[config.mk]
export PLATFORM = sky130hd
export DESIGN_NAME = adjacency_matrix_depth_first_walk_top
export DESIGN_NICKNAME = d
export VERILOG_FILES = /design/src/hw/rtl/amdfw_pkg.sv /design/src/hw/rtl/amdfw_adj_ram.sv /design/src/hw/rtl/amdfw_vtx_ram.sv /design/src/hw/rtl/adjacency_matrix_depth_first_walk_top.sv
export SDC_FILE = /design/constraint.sdc
export NUM_CORES = 1
export LEC_CHECK = 0
export ABC_AREA = 1
export BUFFER_PORTS_ARGS = -buffer_cell sky130_fd_sc_hd__buf_2
export CORE_ASPECT_RATIO = 1.25
export CORE_MARGIN = 2
export CORE_UTILIZATION = 56
export CTS_CLUSTER_DIAMETER = 100
export DETAILED_ROUTE_END_ITERATION = 16
export GPL_ROUTABILITY_DRIVEN = 1
export PLACE_DENSITY = 0.75
export SLEW_MARGIN = 20
export SYNTH_ARGS = -nofsm -noshare
export SYNTH_HDL_FRONTEND = slang
export SYNTH_SLANG_ARGS = --single-unit
[constraint.sdc]
create_clock -name i_clk -period 2.1 [get_ports i_clk]
set_input_delay 0.42 -clock i_clk [delete_from_list [all_inputs] [get_ports i_clk]]
set_output_delay 0.42 -clock i_clk [all_outputs]
set_load 0.005 [all_outputs]
[src/hw/rtl/amdfw_pkg.sv]
// Shared widths, defaults and action codes for the adjacency matrix walk block.
package amdfw_pkg;

    // Fixed request and response field widths
    localparam int ACTION_W = 2;
    localparam int VTX_W    = 3;

    // Default graph size
    localparam int VERTEX_COUNT_DEF = 8;

    // Request action codes; code 3 is unused and dropped
    typedef enum logic [ACTION_W-1:0] {
        ACT_ADD  = 2'd0,
        ACT_TEST = 2'd1,
        ACT_WALK = 2'd2
    } t_action;

endpackage

[src/hw/rtl/amdfw_adj_ram.sv]
// Adjacency row memory with per-row valid bits so reset reads back as all zero.
module amdfw_adj_ram
    import amdfw_pkg::*;
#(
    parameter int VERTEX_COUNT = VERTEX_COUNT_DEF,
    parameter int AW           = $clog2(VERTEX_COUNT)
) (
    input  logic                    i_clk,
    input  logic                    i_rst_n,
    input  logic                    i_we,
    input  logic [AW-1:0]           i_waddr,
    input  logic [VERTEX_COUNT-1:0] i_wdata,
    input  logic                    i_re,
    input  logic [AW-1:0]           i_raddr,
    output logic [VERTEX_COUNT-1:0] o_rdata
);

    logic [VERTEX_COUNT-1:0] r_mem [VERTEX_COUNT];
    logic [VERTEX_COUNT-1:0] r_row_valid;
    logic [VERTEX_COUNT-1:0] r_rd_data;
    logic                    r_rd_valid;

    // Track which rows were ever written
    always_ff @(posedge i_clk) begin
        if (!i_rst_n) begin
            r_row_valid <= '0;
            r_rd_valid  <= 1'b0;
        end else begin
            if (i_we) begin
                r_row_valid[i_waddr] <= 1'b1;
            end
            if (i_re) begin
                r_rd_valid <= r_row_valid[i_raddr];
            end
        end
    end

    // Write and registered read of the row array
    always_ff @(posedge i_clk) begin
        if (i_we) begin
            r_mem[i_waddr] <= i_wdata;
        end
        if (i_re) begin
            r_rd_data <= r_mem[i_raddr];
        end
    end

    // Mask rows never written
    assign o_rdata = r_rd_valid ? r_rd_data : '0;

endmodule

[src/hw/rtl/amdfw_vtx_ram.sv]
// Simple dual-port vertex memory with a registered read, used for the stack and visit order.
module amdfw_vtx_ram #(
    parameter int DEPTH = 8,
    parameter int AW    = $clog2(DEPTH),
    parameter int DW    = 3
) (
    input  logic          i_clk,
    input  logic          i_we,
    input  logic [AW-1:0] i_waddr,
    input  logic [DW-1:0] i_wdata,
    input  logic          i_re,
    input  logic [AW-1:0] i_raddr,
    output logic [DW-1:0] o_rdata
);

    logic [DW-1:0] r_mem [DEPTH];
    logic [DW-1:0] r_rd_data;

    // Write and hold read data until the next read
    always_ff @(posedge i_clk) begin
        if (i_we) begin
            r_mem[i_waddr] <= i_wdata;
        end
        if (i_re) begin
            r_rd_data <= r_mem[i_raddr];
        end
    end

    assign o_rdata = r_rd_data;

endmodule

[src/hw/rtl/adjacency_matrix_depth_first_walk_top.sv]
// Top level: request sequencer around the adjacency, stack and visit order memories.
//
//  channel   | direction | handshake          | payload
//  request   | in        | i_valid / o_ready  | i_action, i_source_vertex, i_target_vertex
//  response  | out       | o_valid / i_ready  | o_vertex, o_connected, o_found, o_last
//
// One request at a time. Add edge does two read-modify-writes of the adjacency
// memory, test edge one row read. A walk pushes the source, reads the row of each
// popped vertex that is not the target, pushes its unvisited neighbors, and on the target
// pop emits the visit order; a miss, same or out-of-range vertices give one response.
// Reset clears the adjacency rows through valid bits at once; no sweep is needed.
// A stalled response holds the sequencer only when a new response must be loaded.
module adjacency_matrix_depth_first_walk_top
    import amdfw_pkg::*;
#(
    parameter int VERTEX_COUNT = VERTEX_COUNT_DEF
) (
    input  logic                i_clk,
    input  logic                i_rst_n,
    input  logic                i_valid,
    output logic                o_ready,
    input  logic [ACTION_W-1:0] i_action,
    input  logic [VTX_W-1:0]    i_source_vertex,
    input  logic [VTX_W-1:0]    i_target_vertex,
    output logic                o_valid,
    input  logic                i_ready,
    output logic [VTX_W-1:0]    o_vertex,
    output logic                o_connected,
    output logic                o_found,
    output logic                o_last
);

    localparam int VW = $clog2(VERTEX_COUNT);
    localparam int CW = $clog2(VERTEX_COUNT + 1);

    typedef enum logic [3:0] {
        S_IDLE,
        S_ADD_RD_U,
        S_ADD_WR_U,
        S_ADD_RD_V,
        S_ADD_WR_V,
        S_TEST_RD,
        S_TEST_OUT,
        S_WALK_INIT,
        S_NOTFOUND,
        S_SAME,
        S_POP,
        S_POP_WAIT,
        S_SCAN_LOAD,
        S_SCAN,
        S_EMIT_RD,
        S_EMIT_OUT
    } t_state;

    t_state                  r_state, n_state;
    logic [VW-1:0]           r_src, n_src;
    logic [VW-1:0]           r_dst, n_dst;
    logic                    r_in_range, n_in_range;
    logic                    r_same, n_same;
    logic [CW-1:0]           r_level, n_level;
    logic [CW-1:0]           r_count, n_count;
    logic [VW-1:0]           r_k, n_k;
    logic [VERTEX_COUNT-1:0] r_visited, n_visited;
    logic [VERTEX_COUNT-1:0] r_row, n_row;
    logic                    r_out_valid, n_out_valid;
    logic [VTX_W-1:0]        r_vertex, n_vertex;
    logic                    r_connected, n_connected;
    logic                    r_found, n_found;
    logic                    r_last, n_last;

    // Memory ports
    logic                    adj_we, adj_re;
    logic [VW-1:0]           adj_waddr, adj_raddr;
    logic [VERTEX_COUNT-1:0] adj_wdata, adj_rdata;
    logic                    stk_we, stk_re;
    logic [VW-1:0]           stk_waddr, stk_raddr, stk_wdata, stk_rdata;
    logic                    ord_we, ord_re;
    logic [VW-1:0]           ord_waddr, ord_raddr, ord_wdata, ord_rdata;

    logic                    in_accept;
    logic                    out_free;
    logic [VERTEX_COUNT-1:0] low_bit;
    logic [VW-1:0]           low_idx;
    logic [CW-1:0]           level_dec;
    logic                    emit_last;

    assign in_accept = i_valid && o_ready;
    assign out_free  = !r_out_valid || i_ready;
    assign level_dec = r_level - CW'(1);
    assign emit_last = (CW'(r_k) + CW'(1)) == r_count;

    // Isolate the lowest pending neighbor and encode its index
    assign low_bit = r_row & (~r_row + VERTEX_COUNT'(1));
    always_comb begin
        low_idx = '0;
        for (int b = 0; b < VW; b++) begin
            for (int i = 0; i < VERTEX_COUNT; i++) begin
                if (((i >> b) & 1) == 1) begin
                    low_idx[b] = low_idx[b] | low_bit[i];
                end
            end
        end
    end

    // Sequence requests and drive memory ports
    always_comb begin
        n_state     = r_state;
        n_src       = r_src;
        n_dst       = r_dst;
        n_in_range  = r_in_range;
        n_same      = r_same;
        n_level     = r_level;
        n_count     = r_count;
        n_k         = r_k;
        n_visited   = r_visited;
        n_row       = r_row;
        n_out_valid = r_out_valid && !i_ready;
        n_vertex    = r_vertex;
        n_connected = r_connected;
        n_found     = r_found;
        n_last      = r_last;

        adj_we    = 1'b0;
        adj_re    = 1'b0;
        adj_waddr = r_src;
        adj_raddr = r_src;
        adj_wdata = adj_rdata;
        stk_we    = 1'b0;
        stk_re    = 1'b0;
        stk_waddr = r_level[VW-1:0];
        stk_raddr = level_dec[VW-1:0];
        stk_wdata = low_idx;
        ord_we    = 1'b0;
        ord_re    = 1'b0;
        ord_waddr = r_count[VW-1:0];
        ord_raddr = r_k;
        ord_wdata = stk_rdata;

        unique case (r_state)
            S_IDLE: begin
                if (in_accept) begin
                    n_src      = VW'(i_source_vertex);
                    n_dst      = VW'(i_target_vertex);
                    n_in_range = (32'(i_source_vertex) < VERTEX_COUNT)
                              && (32'(i_target_vertex) < VERTEX_COUNT);
                    n_same     = i_source_vertex == i_target_vertex;
                    unique case (i_action)
                        ACT_ADD:  n_state = n_in_range ? S_ADD_RD_U : S_IDLE;
                        ACT_TEST: n_state = S_TEST_RD;
                        ACT_WALK: n_state = S_WALK_INIT;
                        default:  n_state = S_IDLE;
                    endcase
                end
            end
            S_ADD_RD_U: begin
                adj_re  = 1'b1;
                n_state = S_ADD_WR_U;
            end
            S_ADD_WR_U: begin
                adj_we    = 1'b1;
                adj_wdata = adj_rdata | (VERTEX_COUNT'(1) << r_dst);
                n_state   = S_ADD_RD_V;
            end
            S_ADD_RD_V: begin
                adj_re    = 1'b1;
                adj_raddr = r_dst;
                n_state   = S_ADD_WR_V;
            end
            S_ADD_WR_V: begin
                adj_we    = 1'b1;
                adj_waddr = r_dst;
                adj_wdata = adj_rdata | (VERTEX_COUNT'(1) << r_src);
                n_state   = S_IDLE;
            end
            S_TEST_RD: begin
                adj_re  = 1'b1;
                n_state = S_TEST_OUT;
            end
            S_TEST_OUT: begin
                if (out_free) begin
                    n_out_valid = 1'b1;
                    n_vertex    = '0;
                    n_connected = r_in_range && adj_rdata[r_dst];
                    n_found     = 1'b0;
                    n_last      = 1'b1;
                    n_state     = S_IDLE;
                end
            end
            S_WALK_INIT: begin
                if (!r_in_range) begin
                    n_state = S_NOTFOUND;
                end else if (r_same) begin
                    n_state = S_SAME;
                end else begin
                    stk_we    = 1'b1;
                    stk_waddr = '0;
                    stk_wdata = r_src;
                    n_level   = CW'(1);
                    n_count   = '0;
                    n_visited = '0;
                    n_state   = S_POP;
                end
            end
            S_NOTFOUND: begin
                if (out_free) begin
                    n_out_valid = 1'b1;
                    n_vertex    = '0;
                    n_connected = 1'b0;
                    n_found     = 1'b0;
                    n_last      = 1'b1;
                    n_state     = S_IDLE;
                end
            end
            S_SAME: begin
                if (out_free) begin
                    n_out_valid = 1'b1;
                    n_vertex    = VTX_W'(r_src);
                    n_connected = 1'b0;
                    n_found     = 1'b1;
                    n_last      = 1'b1;
                    n_state     = S_IDLE;
                end
            end
            S_POP: begin
                if (r_level == '0) begin
                    n_state = S_NOTFOUND;
                end else begin
                    stk_re  = 1'b1;
                    n_level = level_dec;
                    n_state = S_POP_WAIT;
                end
            end
            S_POP_WAIT: begin
                // Record the popped vertex and mark it visited
                ord_we    = 1'b1;
                n_count   = r_count + CW'(1);
                n_visited = r_visited | (VERTEX_COUNT'(1) << stk_rdata);
                if (stk_rdata == r_dst) begin
                    n_k     = '0;
                    n_state = S_EMIT_RD;
                end else begin
                    adj_re    = 1'b1;
                    adj_raddr = stk_rdata;
                    n_state   = S_SCAN_LOAD;
                end
            end
            S_SCAN_LOAD: begin
                // Every unvisited neighbor gets pushed, so mark them all now
                n_row     = adj_rdata & ~r_visited;
                n_visited = r_visited | adj_rdata;
                n_state   = S_SCAN;
            end
            S_SCAN: begin
                if (r_row == '0) begin
                    n_state = S_POP;
                end else begin
                    stk_we  = 1'b1;
                    n_level = r_level + CW'(1);
                    n_row   = r_row & ~low_bit;
                end
            end
            S_EMIT_RD: begin
                ord_re  = 1'b1;
                n_state = S_EMIT_OUT;
            end
            S_EMIT_OUT: begin
                if (out_free) begin
                    n_out_valid = 1'b1;
                    n_vertex    = VTX_W'(ord_rdata);
                    n_connected = 1'b0;
                    n_found     = 1'b1;
                    n_last      = emit_last;
                    if (emit_last) begin
                        n_state = S_IDLE;
                    end else begin
                        n_k     = r_k + VW'(1);
                        n_state = S_EMIT_RD;
                    end
                end
            end
            default: n_state = S_IDLE;
        endcase
    end

    // Hold state and the response register
    always_ff @(posedge i_clk) begin
        if (!i_rst_n) begin
            r_state     <= S_IDLE;
            r_level     <= '0;
            r_count     <= '0;
            r_visited   <= '0;
            r_out_valid <= 1'b0;
        end else begin
            r_state     <= n_state;
            r_level     <= n_level;
            r_count     <= n_count;
            r_visited   <= n_visited;
            r_out_valid <= n_out_valid;
        end
        r_src       <= n_src;
        r_dst       <= n_dst;
        r_in_range  <= n_in_range;
        r_same      <= n_same;
        r_k         <= n_k;
        r_row       <= n_row;
        r_vertex    <= n_vertex;
        r_connected <= n_connected;
        r_found     <= n_found;
        r_last      <= n_last;
    end

    assign o_ready     = r_state == S_IDLE;
    assign o_valid     = r_out_valid;
    assign o_vertex    = r_vertex;
    assign o_connected = r_connected;
    assign o_found     = r_found;
    assign o_last      = r_last;

    amdfw_adj_ram #(
        .VERTEX_COUNT (VERTEX_COUNT),
        .AW           (VW)
    ) u_adj_ram (
        .i_clk   (i_clk),
        .i_rst_n (i_rst_n),
        .i_we    (adj_we),
        .i_waddr (adj_waddr),
        .i_wdata (adj_wdata),
        .i_re    (adj_re),
        .i_raddr (adj_raddr),
        .o_rdata (adj_rdata)
    );

    amdfw_vtx_ram #(
        .DEPTH (VERTEX_COUNT),
        .AW    (VW),
        .DW    (VW)
    ) u_stack_ram (
        .i_clk   (i_clk),
        .i_we    (stk_we),
        .i_waddr (stk_waddr),
        .i_wdata (stk_wdata),
        .i_re    (stk_re),
        .i_raddr (stk_raddr),
        .o_rdata (stk_rdata)
    );

    amdfw_vtx_ram #(
        .DEPTH (VERTEX_COUNT),
        .AW    (VW),
        .DW    (VW)
    ) u_order_ram (
        .i_clk   (i_clk),
        .i_we    (ord_we),
        .i_waddr (ord_waddr),
        .i_wdata (ord_wdata),
        .i_re    (ord_re),
        .i_raddr (ord_raddr),
        .o_rdata (ord_rdata)
    );

    // Stack never holds more vertices than the graph has
    a_level_bound: assert property (@(posedge i_clk) disable iff (!i_rst_n)
        32'(r_level) <= VERTEX_COUNT)
        else $error("stack level overflow");

    // Visit order never grows past the vertex count
    a_count_bound: assert property (@(posedge i_clk) disable iff (!i_rst_n)
        32'(r_count) <= VERTEX_COUNT)
        else $error("visit count overflow");

    // A failed walk or edge test always ends its request in one response
    a_notfound_last: assert property (@(posedge i_clk) disable iff (!i_rst_n)
        o_valid && !o_found |-> o_last)
        else $error("response without found must be last");

    // An edge test answer never claims a walk result
    a_conn_excl: assert property (@(posedge i_clk) disable iff (!i_rst_n)
        o_valid && o_connected |-> o_last && !o_found)
        else $error("connected response mixed with walk response");

    // A walk request keeps the request side closed on the next cycle
    a_walk_busy: assert property (@(posedge i_clk) disable iff (!i_rst_n)
        i_valid && o_ready && (i_action == ACT_WALK) |=> !o_ready)
        else $error("request taken while walk in progress");

endmodule

==> summary.txt, run 1 <==
Outcome
  • Status: finished with violations
  • Failing checks: negative setup slack

Power and ir drop
  • Design internal power: 7.75 mW
  • Switching pwr: 3.83 mW
  • Clock Power Share: 28.0%
  • Share of power burned in registers: 41.2%
  • Leak pwr: 3.90 nW
  • Combinational share of power: 30.8%
  • Sw Ratio: 33.1%
  • VDD IR max: 0.974 mV
  • Cell Pwr Density: 1140 nW/um^2

Die
  • Die width: 112 um
  • Row count: 49
  • Core Region: 14400 um^2
  • IO Pins: 20
  • Initial Utilization: 57.1%
  • Full die area: 15700 um^2
  • Die height: 140 um

Cells and area
  • Area grow syn2layout: 23.3%
  • Nets: 953
  • Multi-input gate area: 2870 um^2
  • Post-Route Utilization: 70.4%
  • Reg area: 5110 um^2
  • Fill cell count: 1008
  • Antenna Diode Count: 0
  • Final non-filler cell total: 1125
  • Share of cells above drive strength 1: 24.5%

STA
  • Final Skew: 0.00720 ns
  • Slew Viols, Final: 0
  • Fmax: 471 MHz
  • Worst-margin pin slew: 0.552 ns
  • Post-route minimum period: 2.12 ns
  • Setup ws final: -0.0241 ns
  • Period utilisation layout: 101%
  • Final-report setup violation count: 3
  • RSZ-0062 raised after global routing: yes
  • Worst hold margin: 0.186 ns
  • Fin. Hold Viols: 0
  • Slew HR: 63.0%

Critical path
  • Crit path launch: r_state[2]$_SDFFE_PN0P_
  • Critical path depth: 14
  • Bufs and invs on worst path: 4
  • Crit-path leading delay family: simple AND/OR/NAND/NOR gates
  • Reg2reg setup slack: -0.02 ns
  • CP Cell Sequence: buf_4 -> nor2_2 -> inv_2 -> nor2_2 -> nand2_1 -> nand2_2 -> clkinv_4 -> buf_12 -> a21oi_4 -> nor2_2 -> o21ai_1 -> o21ai_1 -> nand2_1 -> nand2_1
  • Arrival @ worst endpoint: 2.32 ns
  • Reg2reg end: u_adj_ram.r_rd_data[4]$_DFFE_PP_
  • Setup CP Type: register to register
  • Crit path max fanout: 14
  • R2R depth: 14
  • CP endpoint kind: register
  • R2r startpoint: r_state[2]$_SDFFE_PN0P_
  • Worst path slowest cell: dfxtp_2
  • Worst endpoint required time: 2.30 ns
  • Max stage delay on crit path: 0.34 ns
  • Critical path capture point: u_adj_ram.r_rd_data[4]$_DFFE_PP_
  • CP startpoint kind: register

Logic synthesis
  • Simple-gate share of the synthesized area: 15.5%
  • Mux cell area share after synthesis: 0%
  • Post-Syn Nets: 846
  • Ys async rst share: 0%
  • XOR/XNOR share of the synthesized area: 1.26%
  • Post-Syn Instances: 827
  • Post-Syn Area per Cell: 9.95 um^2
  • Synthesized-area fraction occupied by adder cells: 1.06%
  • Compound-gate portion of the synthesized area: 14.0%
  • Yosys cell types: 44
  • Predominant post-synthesis flop cell: edfxtp_1
  • Synthesized cell area: 8230 um^2
  • FF+latch count, synth: 180
  • Syn. warnings: 0
  • Post-synth EDFFs: 150
  • Largest family of logic cells by synthesized area: simple AND/OR/NAND/NOR gates
  • Seq/Total Area, Yosys: 62.1%

CTS
  • CTS tree: yes
  • Clock transition at the registers of the reported paths: 0.07 ns
  • # hold bufs at CTS: 0
  • Num CTS Buffers: 17
  • Worst skew pair latency: 0.44 ns
  • Buffer depth of the longest clock path: 2
  • H-tree depth: 4
  • Clock sink total: 180
  • CTS root buf: clkbuf_16

Routing
  • Routed WL: 21100 um
  • DR iter-0 viols: 583
  • DRC: 0
  • Via Count: 6604
  • Initial DRT Pass Iterations: 5
  • Detail Route Antenna Nets: 0
  • DR vias/cell: 5.87
  • Routed len/inst: 18.7 um

Global routing
  • Pin count of the biggest net entering global routing: 43
  • Total track usage: 25.3%
  • First-pass GRT wire length: 30600 um
  • Grt ovf: 0
  • Vias in the first global route: 6202
  • Initial antenna violation count: 0

Hold path
  • Hold Path Class: primary input to register

Placed design
  • HPWL after DPL: 13300 um
  • Placed cell count: 1065
  • Port buffer count: 19
  • Routability Congestion: 0.923

Job
  • Max Cap Violations: 0
-- sequential cells by signal, indices dropped and copies added (netlist names), 8 cells and up --
register and flops:
r_visited 8, u_adj_ram.r_row_valid 8, u_stack_ram.r_mem 24, u_adj_ram.r_rd_data 8, u_order_ram.r_mem 24, u_adj_ram.r_mem 64, r_row 8
-- worst min-delay path by stage --
stage,to,slack [ns],startpoint,cells after the start
2_1_floorplan,r_visited[1]$_SDFFE_PN0P_,0.43,r_visited[1]$_SDFFE_PN0P_,2
3_3_place_gp,r_visited[0]$_SDFFE_PN0P_,0.44,r_visited[0]$_SDFFE_PN0P_,2
3_5_place_dp,r_visited[3]$_SDFFE_PN0P_,0.44,r_visited[3]$_SDFFE_PN0P_,2
4_1_cts,r_dst[1]$_DFFE_PP_,0.17,i_target_vertex[1],1
5_1_grt,r_src[1]$_DFFE_PP_,0.18,i_source_vertex[1],1
6_report,r_src[0]$_DFFE_PP_,0.19,i_source_vertex[0],1
-- cells by family (layout without fill, tap and decap cells) --
group                      count (synthesis)  in the layout
adders and majority gates                  7              7
AOI/OAI and AO/OA                        210            210
buffers and inverters                    124            243
DFF                                      180            180
and+or+nand+nor                          295            296
xor gates and xnor gates                  11             11
-- synth_stat cells, types with 8 or more instances --
cell / n / area [um^2]
edfxtp_1: 150 / 4500
nor2_1: 117 / 439
nand2_1: 108 / 405
inv_1: 84 / 315
a21oi_1: 60 / 300
o21ai_1: 58 / 290
o21ai_0: 54 / 270
dfxtp_1: 30 / 601
nand3_1: 30 / 150
clkbuf_1: 14 / 52.6
inv_2: 12 / 45.0
nor3_1: 12 / 60.1
nand4_1: 10 / 62.6
o22ai_1: 8 / 50.1
-- repair_timing --
item                       in CTS  in global routing
setup endpoints to repair      37                193
cloned                          0                  7
hold endpoints to repair        0                  0
buffers inserted                0                 21
pin swaps                       0                 15
resized for setup               9                 73
-- power groups by stage --
stage               Sequential [mW]  Clock (mW)  Combinational (mW)
finish                         4.77        3.24                3.57
global placement               4.79           0                2.85
floorplan                      4.73           0                1.91
CTS                            4.73        3.25                3.00
detailed placement             4.81           0                2.93
global route                   4.80        3.39                3.86
-- cell type report --
class                      instances  share of cell area [%]
clock buffer                      17                    4.19
clock inverter                    15                    1.79
inverter                         100                    3.79
multi-input combinational        524                    28.3
sequential                       180                    50.4
tap                              178                    2.20
timing repair buffer             111                    9.37
-- placed cells by master (no fill, tap or decap), types with 10 or more instances in the layout --
master     instances
nand2_1          100
o21ai_0           50
nor2_1           106
inv_1             82
buf_4             79
buf_2             19
dfxtp_1           26
nor2_2            13
nand2_2           10
a21oi_2           19
o21ai_1           59
nand4_1           10
nand3_1           28
a21oi_1           41
clkbuf_16         21
edfxtp_1         150
inv_2             13
-- through the flow --
| stage | power [mW] | setup WS, ns | setup TNS, ns | instance area [um^2] |
|---|---|---|---|---|
| 2_1_floorplan | 6.64 | 0.0263 | 0 | 8230 |
| 3_3_place_gp | 7.64 | 0.00176 | 0 | 8940 |
| 3_5_place_dp | 7.73 | -0.0457 | -0.308 | 8940 |
| 4_1_cts | 11.0 | -0.00209 | -0.00209 | 9580 |
| 5_1_grt | 12.0 | -0.106 | -1.27 | 10100 |
| 6_report | 11.6 | -0.0241 | -0.0405 | 10100 |
-- routing by layer --
metal	GRT usage, %	share of wire, %	vias up
met5	0	0	-
met4	13.0	4.1	0
met3	4.57	6.4	77
met2	43.7	52	302
met1	30.2	38	3139
li1	-	-	3086
(Power assumes the default switching activity.)
==> run 2: changes to the inputs <==
CORE_UTILIZATION = 62   (was 56)
PLACE_DENSITY = 0.79   (was 0.75)
clock period = 2.4 ns   (was 2.1 ns; I/O delays follow)
==> run 2 against run 1 <==
  * The flow now finishes without violations
  * Fmax decreased by 7.0%
  * First-iteration DRC count fell by 29%
  * Die area shrank 9.4%
  * Total power shrank 21%
  * Highest routed layer unchanged
  * Sequential power fell by 13%
==> summary.txt, run 2 (same netlist as run 1, synthesis figures left out) <==
Outcome
  • Status: completed (was finished with violations)

CTS
  • Clock transition at the registers of the reported paths: 0.06 ns (was 0.07 ns)
  • # hold bufs at CTS: 0 (unchanged)
  • CTS root buf: clkbuf_16 (unchanged)
  • Clock sink total: 180 (unchanged)
  • CTS tree: yes (unchanged)
  • Buffer depth of the longest clock path: 2 (unchanged)
  • H-tree depth: 4 (unchanged)
  • Worst skew pair latency: 0.43 ns (was 0.44 ns)
  • Num CTS Buffers: 17 (unchanged)

Placed design
  • HPWL after DPL: 13200 um (was 13300 um)
  • Routability Congestion: 0.933 (was 0.923)
  • Port buffer count: 19 (unchanged)
  • Pre-CTS WS: -0.0259 ns (was -0.0457 ns)
  • Placed cell count: 1030 (was 1065)

STA
  • Fmax: 438 MHz (was 471 MHz)
  • Slew Viols, Final: 0 (unchanged)
  • Slew HR: 45.0% (was 63.0%)
  • Worst hold margin: 0.266 ns (was 0.186 ns)
  • Setup ws final: 0.116 ns (was -0.0241 ns)
  • Post-route minimum period: 2.28 ns (was 2.12 ns)
  • Worst-margin pin slew: 0.816 ns (was 0.552 ns)
  • Period utilisation layout: 95.2% (was 101%)
  • RSZ-0062 raised after global routing: yes (unchanged)
  • Fin. Hold Viols: 0 (unchanged)
  • Final Skew: 0.00668 ns (was 0.00720 ns)
  • Final-report setup violation count: 0 (was 3)
  • Setup TNS: 0 ns (was -0.0405 ns)

Routing
  • DRC: 0 (unchanged)
  • Routed len/inst: 17.9 um (was 18.7 um)
  • Via Count: 6263 (was 6604)
  • Routed WL: 19100 um (was 21100 um)
  • Initial DRT Pass Iterations: 5 (unchanged)
  • DR vias/cell: 5.89 (was 5.87)
  • DR iter-0 viols: 412 (was 583)
  • Detail Route Antenna Nets: 0 (unchanged)

Die
  • Die width: 107 um (was 112 um)
  • Row count: 47 (was 49)
  • Die height: 133 um (was 140 um)
  • IO Pins: 20 (unchanged)
  • Core Region: 13100 um^2 (was 14400 um^2)
  • Full die area: 14200 um^2 (was 15700 um^2)
  • Initial Utilization: 62.7% (was 57.1%)

Critical path
  • CP endpoint kind: register (unchanged)
  • Reg2reg end: u_adj_ram.r_rd_data[0]$_DFFE_PP_ (was u_adj_ram.r_rd_data[4]$_DFFE_PP_)
  • R2R depth: 12 (was 14)
  • Arrival @ worst endpoint: 2.46 ns (was 2.32 ns)
  • Worst path slowest cell: edfxtp_1 (was dfxtp_2)
  • Crit-path most repeated cell: nand2_1
  • Worst endpoint required time: 2.58 ns (was 2.30 ns)
  • Crit path max fanout: 39 (was 14)
  • CP startpoint kind: register (unchanged)
  • R2r startpoint: r_dst[0]$_DFFE_PP_ (was r_state[2]$_SDFFE_PN0P_)
  • CP Cell Sequence: buf_4 -> nand2_1 -> nand2_1 -> nand4_4 -> nand2_2 -> nand2_4 -> nand2_8 -> buf_4 -> o21ai_1 -> o21ai_1 -> nand2_1 -> nand2_1 (was buf_4 -> nor2_2 -> inv_2 -> nor2_2 -> nand2_1 -> nand2_2 -> clkinv_4 -> buf_12 -> a21oi_4 -> nor2_2 -> o21ai_1 -> o21ai_1 -> nand2_1 -> nand2_1)
  • Crit-path leading delay family: simple AND/OR/NAND/NOR gates (unchanged)
  • Bufs and invs on worst path: 2 (was 4)
  • Reg2reg setup slack: 0.12 ns (was -0.02 ns)
  • Setup CP Type: register to register (unchanged)
  • Max stage delay on crit path: 0.45 ns (was 0.34 ns)

Hold path
  • Hold Path Class: primary input to register (unchanged)
  • Hold path endpoint: r_src[2]$_DFFE_PP_ (was r_src[0]$_DFFE_PP_)
  • Hold_sp: i_source_vertex[2] (was i_source_vertex[0])
  • WHS Path Cells: 1 (unchanged)

Cells and area
  • Most common cell after layout, fill and taps aside: edfxtp_1 (unchanged)
  • Area grow syn2layout: 12.4% (was 23.3%)
  • Reg area: 5110 um^2 (about the same)
  • Final non-filler cell total: 1064 (was 1125)
  • Nets: 899 (was 953)
  • Commonest non-fill, non-tap cells in the layout: edfxtp_1, nor2_1, nand2_1, inv_1, a21oi_1 (was edfxtp_1, nor2_1, nand2_1, inv_1, buf_4)
  • Max reg flops: 64 (unchanged)
  • Multi-input gate area: 2640 um^2 (was 2870 um^2)
  • Antenna Diode Count: 0 (unchanged)
  • Most flops, register: u_adj_ram.r_mem (unchanged)
  • Fill cell count: 959 (was 1008)
  • Biggest regs: u_adj_ram.r_mem x64, u_order_ram.r_mem x24, u_stack_ram.r_mem x24 (unchanged)
  • Share of cells above drive strength 1: 13.9% (was 24.5%)

Power and ir drop
  • Leak pwr: 3.51 nW (was 3.90 nW)
  • VDD IR max: 0.644 mV (was 0.974 mV)
  • Total Power: 9.09 mW (was 11.6 mW)
  • Cell Pwr Density: 983 nW/um^2 (was 1140 nW/um^2)

Global routing
  • First-pass GRT wire length: 30400 um (was 30600 um)
  • Initial antenna violation count: 0 (unchanged)
  • Vias in the first global route: 6187 (was 6202)
  • Pin count of the biggest net entering global routing: 40 (was 43)
  • Total track usage: 28.1% (was 25.3%)
  • Grt ovf: 0 (unchanged)

Job
  • Max Cap Violations: 0 (unchanged)
-- run 2: cell count changes in the layout (fill, tap and decap cells not counted), sizes merged --
cell / change
clkinvlp: -1
clkinv: +2
bufinv: -3
inv: -1
clkbuf: -1
nand2: -1
buf: -49
-- run 2: worst max-delay path by stage --
stage / from / to / depth (start not counted)
CTS: r_dst[0]$_DFFE_PP_ / u_adj_ram.r_rd_data[0]$_DFFE_PP_ / 12
floorplan: r_level[0]$_SDFFE_PN0P_ / u_stack_ram.o_rdata[0]$_DFFE_PP_ / 10
detailed placement: r_dst[0]$_DFFE_PP_ / u_adj_ram.r_rd_data[6]$_DFFE_PP_ / 12
global placement: r_dst[0]$_DFFE_PP_ / u_adj_ram.r_rd_data[0]$_DFFE_PP_ / 12
global route: r_state[2]$_SDFFE_PN0P_ / u_adj_ram.r_mem[3][1]$_DFFE_PP_ / 8
finish: r_dst[0]$_DFFE_PP_ / u_adj_ram.r_rd_data[0]$_DFFE_PP_ / 12
-- run 2: what timing repair did --
item                                    4_1_cts  5_1_grt
endpoints found under the setup margin        2       64
gates resized for setup                       0        5
setup buffers                                 2        0
gates cloned                                  0        0
endpoints found under the hold margin         0        0
pin swaps                                     0        0
-- run 2: layout make-up --
type / count / share of cell area, %
clock buffers: 20 / 4.72
clock inverters: 12 / 0.907
inverters: 100 / 4.09
multi-input cells: 523 / 28.5
flip-flops and latches: 180 / 55.2
well taps: 171 / 2.31
repair buffers: 58 / 4.20
-- run 2: layer usage --
layer  vias to the layer above  wire (um)  track usage (%)
li1                       2975          -                -
met1                      2973       7300             33.0
met2                       270      10000             49.3
met3                        45       1230             5.47
met4                         0        556             13.0
met5                         -          0                0
-- run 2: report_power, final --
group | internal (mW) | switching [mW]
Sequential | 3.96 | 0.184
Combinational | 0.776 | 1.71
Clock | 1.32 | 1.14
-- run 2: through the flow --
stage                     utilization [%]  area (um^2)
after floorplan                         -         8230
after global placement               66.3         8690
after detailed placement             66.3         8690
after CTS                            70.3         9220
after global routing                 70.5         9250
final                                70.5         9250
==> run 3: changes to the inputs <==
CELL_PAD_IN_SITES_DETAIL_PLACEMENT = 1   (was not set)
CELL_PAD_IN_SITES_GLOBAL_PLACEMENT = 1   (was not set)
CORE_UTILIZATION = 49   (was 62)
PLACE_DENSITY = not set   (was 0.79)
PLACE_DENSITY_LB_ADDON = 0.1   (was not set)
clock period = 2.25 ns   (was 2.4 ns; I/O delays follow)
==> run 3 against run 2 <==
  * Total power grew 16%
  * Global-route usage down 1.1 points
  * Count of clock-buffer cells in the layout fell by 3
  * Wire length grew 23%
  * Die area increased by 26%
  * Sequential cell count stayed put
  * Final cell count increased by 6.8%
  * Utilization decreased by 11 points
  * Critical path type unchanged
==> summary.txt, run 3 (same netlist as run 1, synthesis figures left out) <==
Outcome
  • Status: completed (unchanged)

STA
  • Fin. Hold Viols: 0 (unchanged)
  • Final Skew: 0.0152 ns (was 0.00668 ns)
  • Post-route minimum period: 2.23 ns (was 2.28 ns)
  • Period utilisation layout: 99.0% (was 95.2%)
  • Worst-margin pin slew: 0.628 ns (was 0.816 ns)
  • Slew Viols, Final: 0 (unchanged)
  • Slew HR: 57.9% (was 45.0%)
  • Fmax: 449 MHz (was 438 MHz)
  • Setup ws final: 0.0224 ns (was 0.116 ns)
  • Worst hold margin: 0.199 ns (was 0.266 ns)
  • Final-report setup violation count: 0 (unchanged)
  • RSZ-0062 raised after global routing: yes (unchanged)

Critical path
  • CP startpoint kind: register (unchanged)
  • Worst endpoint required time: 2.59 ns (was 2.58 ns)
  • Crit path max fanout: 17 (was 39)
  • Max stage delay on crit path: 0.42 ns (was 0.45 ns)
  • Reg2reg setup slack: 0.02 ns (was 0.12 ns)
  • CP endpoint kind: register (unchanged)
  • Bufs and invs on worst path: 4 (was 2)
  • R2r startpoint: r_state[0]$_SDFFE_PN0P_ (was r_dst[0]$_DFFE_PP_)
  • Worst path slowest cell: dfxtp_1 (was edfxtp_1)
  • Setup CP Type: register to register (unchanged)
  • CP Cell Sequence: inv_1 -> nor2_1 -> inv_1 -> nor2_4 -> buf_4 -> nor2_1 -> nand2_1 -> nand3_1 -> nor2_2 -> inv_2 -> o21ai_0 -> a21oi_1 (was buf_4 -> nand2_1 -> nand2_1 -> nand4_4 -> nand2_2 -> nand2_4 -> nand2_8 -> buf_4 -> o21ai_1 -> o21ai_1 -> nand2_1 -> nand2_1)
  • Reg2reg end: r_level[3]$_SDFFE_PN0P_ (was u_adj_ram.r_rd_data[0]$_DFFE_PP_)
  • Crit path launch: r_state[0]$_SDFFE_PN0P_ (was r_dst[0]$_DFFE_PP_)
  • Crit-path leading delay family: simple AND/OR/NAND/NOR gates (unchanged)
  • Arrival @ worst endpoint: 2.57 ns (was 2.46 ns)
  • R2R depth: 12 (unchanged)

Die
  • Die width: 120 um (was 107 um)
  • Full die area: 17800 um^2 (was 14200 um^2)
  • IO Pins: 20 (unchanged)
  • Core Region: 16300 um^2 (was 13100 um^2)
  • Die height: 149 um (was 133 um)
  • Initial Utilization: 50.4% (was 62.7%)
  • Row count: 52 (was 47)

Routing
  • Via Count: 6446 (was 6263)
  • Detail Route Antenna Nets: 0 (unchanged)
  • Routed len/inst: 20.7 um (was 17.9 um)
  • Initial DRT Pass Iterations: 4 (was 5)
  • DR vias/cell: 5.67 (was 5.89)
  • DR iter-0 viols: 431 (was 412)
  • DRC: 0 (unchanged)
  • Routed WL: 23600 um (was 19100 um)

Power and ir drop
  • Design internal power: 6.79 mW (was 6.06 mW)
  • Total Power: 10.5 mW (was 9.09 mW)
  • Switching pwr: 3.76 mW (was 3.04 mW)
  • Combinational share of power: 28.9% (was 27.4%)
  • VDD IR max: 0.597 mV (was 0.644 mV)
  • Clock Power Share: 29.3% (was 27.1%)
  • Share of power burned in registers: 41.8% (was 45.5%)
  • Cell Pwr Density: 1090 nW/um^2 (was 983 nW/um^2)
  • Leak pwr: 3.70 nW (was 3.51 nW)
  • Sw Ratio: 35.6% (was 33.4%)

Hold path
  • Hold_sp: i_source_vertex[2] (unchanged)
  • WHS Path Cells: 1 (unchanged)
  • Hold Path Class: primary input to register (unchanged)
  • Hold path endpoint: r_src[2]$_DFFE_PP_ (unchanged)

CTS
  • # hold bufs at CTS: 0 (unchanged)
  • Worst skew pair latency: 0.46 ns (was 0.43 ns)
  • Clock sink total: 180 (unchanged)
  • CTS root buf: clkbuf_16 (unchanged)
  • Buffer depth of the longest clock path: 2 (unchanged)
  • CTS tree: yes (unchanged)
  • Clock transition at the registers of the reported paths: 0.08 ns (was 0.06 ns)
  • H-tree depth: 4 (unchanged)
  • Num CTS Buffers: 17 (unchanged)

Cells and area
  • Area grow syn2layout: 17.8% (was 12.4%)
  • Most common cell after layout, fill and taps aside: edfxtp_1 (unchanged)
  • Commonest non-fill, non-tap cells in the layout: edfxtp_1, nor2_1, nand2_1, inv_1, buf_4 (was edfxtp_1, nor2_1, nand2_1, inv_1, a21oi_1)
  • Share of cells above drive strength 1: 18.4% (was 13.9%)
  • Final non-filler cell total: 1136 (was 1064)
  • Finished Cell Area: 9690 um^2 (was 9250 um^2)
  • Biggest regs: u_adj_ram.r_mem x64, u_order_ram.r_mem x24, u_stack_ram.r_mem x24 (unchanged)
  • Nets: 926 (was 899)
  • Fill cell count: 1830 (was 959)
  • Antenna Diode Count: 0 (unchanged)
  • Multi-input gate area: 2740 um^2 (was 2640 um^2)
  • Most flops, register: u_adj_ram.r_mem (unchanged)
  • Reg area: 5100 um^2 (was 5110 um^2)
  • Max reg flops: 64 (unchanged)

Placed design
  • Placed cell areas: 8890 um^2 (was 8690 um^2)
  • Pre-CTS WS: -0.0777 ns (was -0.0259 ns)
  • Routability Congestion: 0.959 (was 0.933)
  • Placed cell count: 1095 (was 1030)
  • Port buffer count: 19 (unchanged)
  • HPWL after DPL: 16600 um (was 13200 um)

Global routing
  • Initial antenna violation count: 0 (unchanged)
  • Grt ovf: 0 (unchanged)
  • Total track usage: 27.0% (was 28.1%)
  • Vias in the first global route: 6842 (was 6187)
  • First-pass GRT wire length: 36400 um (was 30400 um)
  • Pin count of the biggest net entering global routing: 37 (was 40)

Job
  • Max Cap Violations: 0 (unchanged)
==> run 3: cell types whose count changed in the layout (fill, tap and decap cells not counted), sizes merged <==
cell	before	now
buf	58	83
nand2	116	118
inv	98	106
clkinv	12	6
clkbuf	20	17
bufinv	0	1
==> run 3: stage by stage <==
stage	util, %	setup TNS [ns]
3_3_place_gp	54.5	0
2_1_floorplan	-	0
5_1_grt	59.4	-1.12
4_1_cts	58.3	0
3_5_place_dp	54.5	-0.962
6_report	59.4	0
==> run 3: final cells by class <==
cell class / instances / area share, %
well taps: 216 / 2.79
repair buffers: 83 / 6.09
inverters: 100 / 3.90
flip-flops and latches: 180 / 52.7
clock buffers: 17 / 4.39
multi-input cells: 525 / 28.3
clock inverters: 15 / 1.88
==> run 3: what timing repair did <==
action,in CTS,in global routing
setup buffers,0,7
gates cloned,0,2
resized for setup,5,28
pin swaps,0,2
setup endpoints to repair,32,115
==> run 3: power groups by stage <==
stage	logic (mW)	clock network (mW)	registers [mW]
final	3.04	3.09	4.41
after detailed placement	2.85	0	4.48
after global placement	2.71	0	4.46
after floorplan	1.79	0	4.41
after CTS	2.90	3.12	4.41
after global routing	3.35	3.24	4.44
==> run 3: layer usage <==
layer | vias up | global-route usage, % | wire [um]
li1 | 3035 | - | -
met5 | - | 0 | 0
met2 | 151 | 50.1 | 13100
met4 | 0 | 15.9 | 916
met1 | 3201 | 29.0 | 8900
met3 | 59 | 3.82 | 645
==> run 3: worst max-delay path by stage <==
stage	cells past startpoint	end	slack [ns]
after floorplan	10	u_stack_ram.o_rdata[0]$_DFFE_PP_	0.18
after global placement	13	u_adj_ram.r_rd_data[2]$_DFFE_PP_	0.08
after detailed placement	8	u_adj_ram.r_mem[2][1]$_DFFE_PP_	-0.08
after CTS	13	u_adj_ram.r_rd_data[4]$_DFFE_PP_	0.01
after global routing	12	r_level[3]$_SDFFE_PN0P_	-0.15
final	12	r_level[3]$_SDFFE_PN0P_	0.02
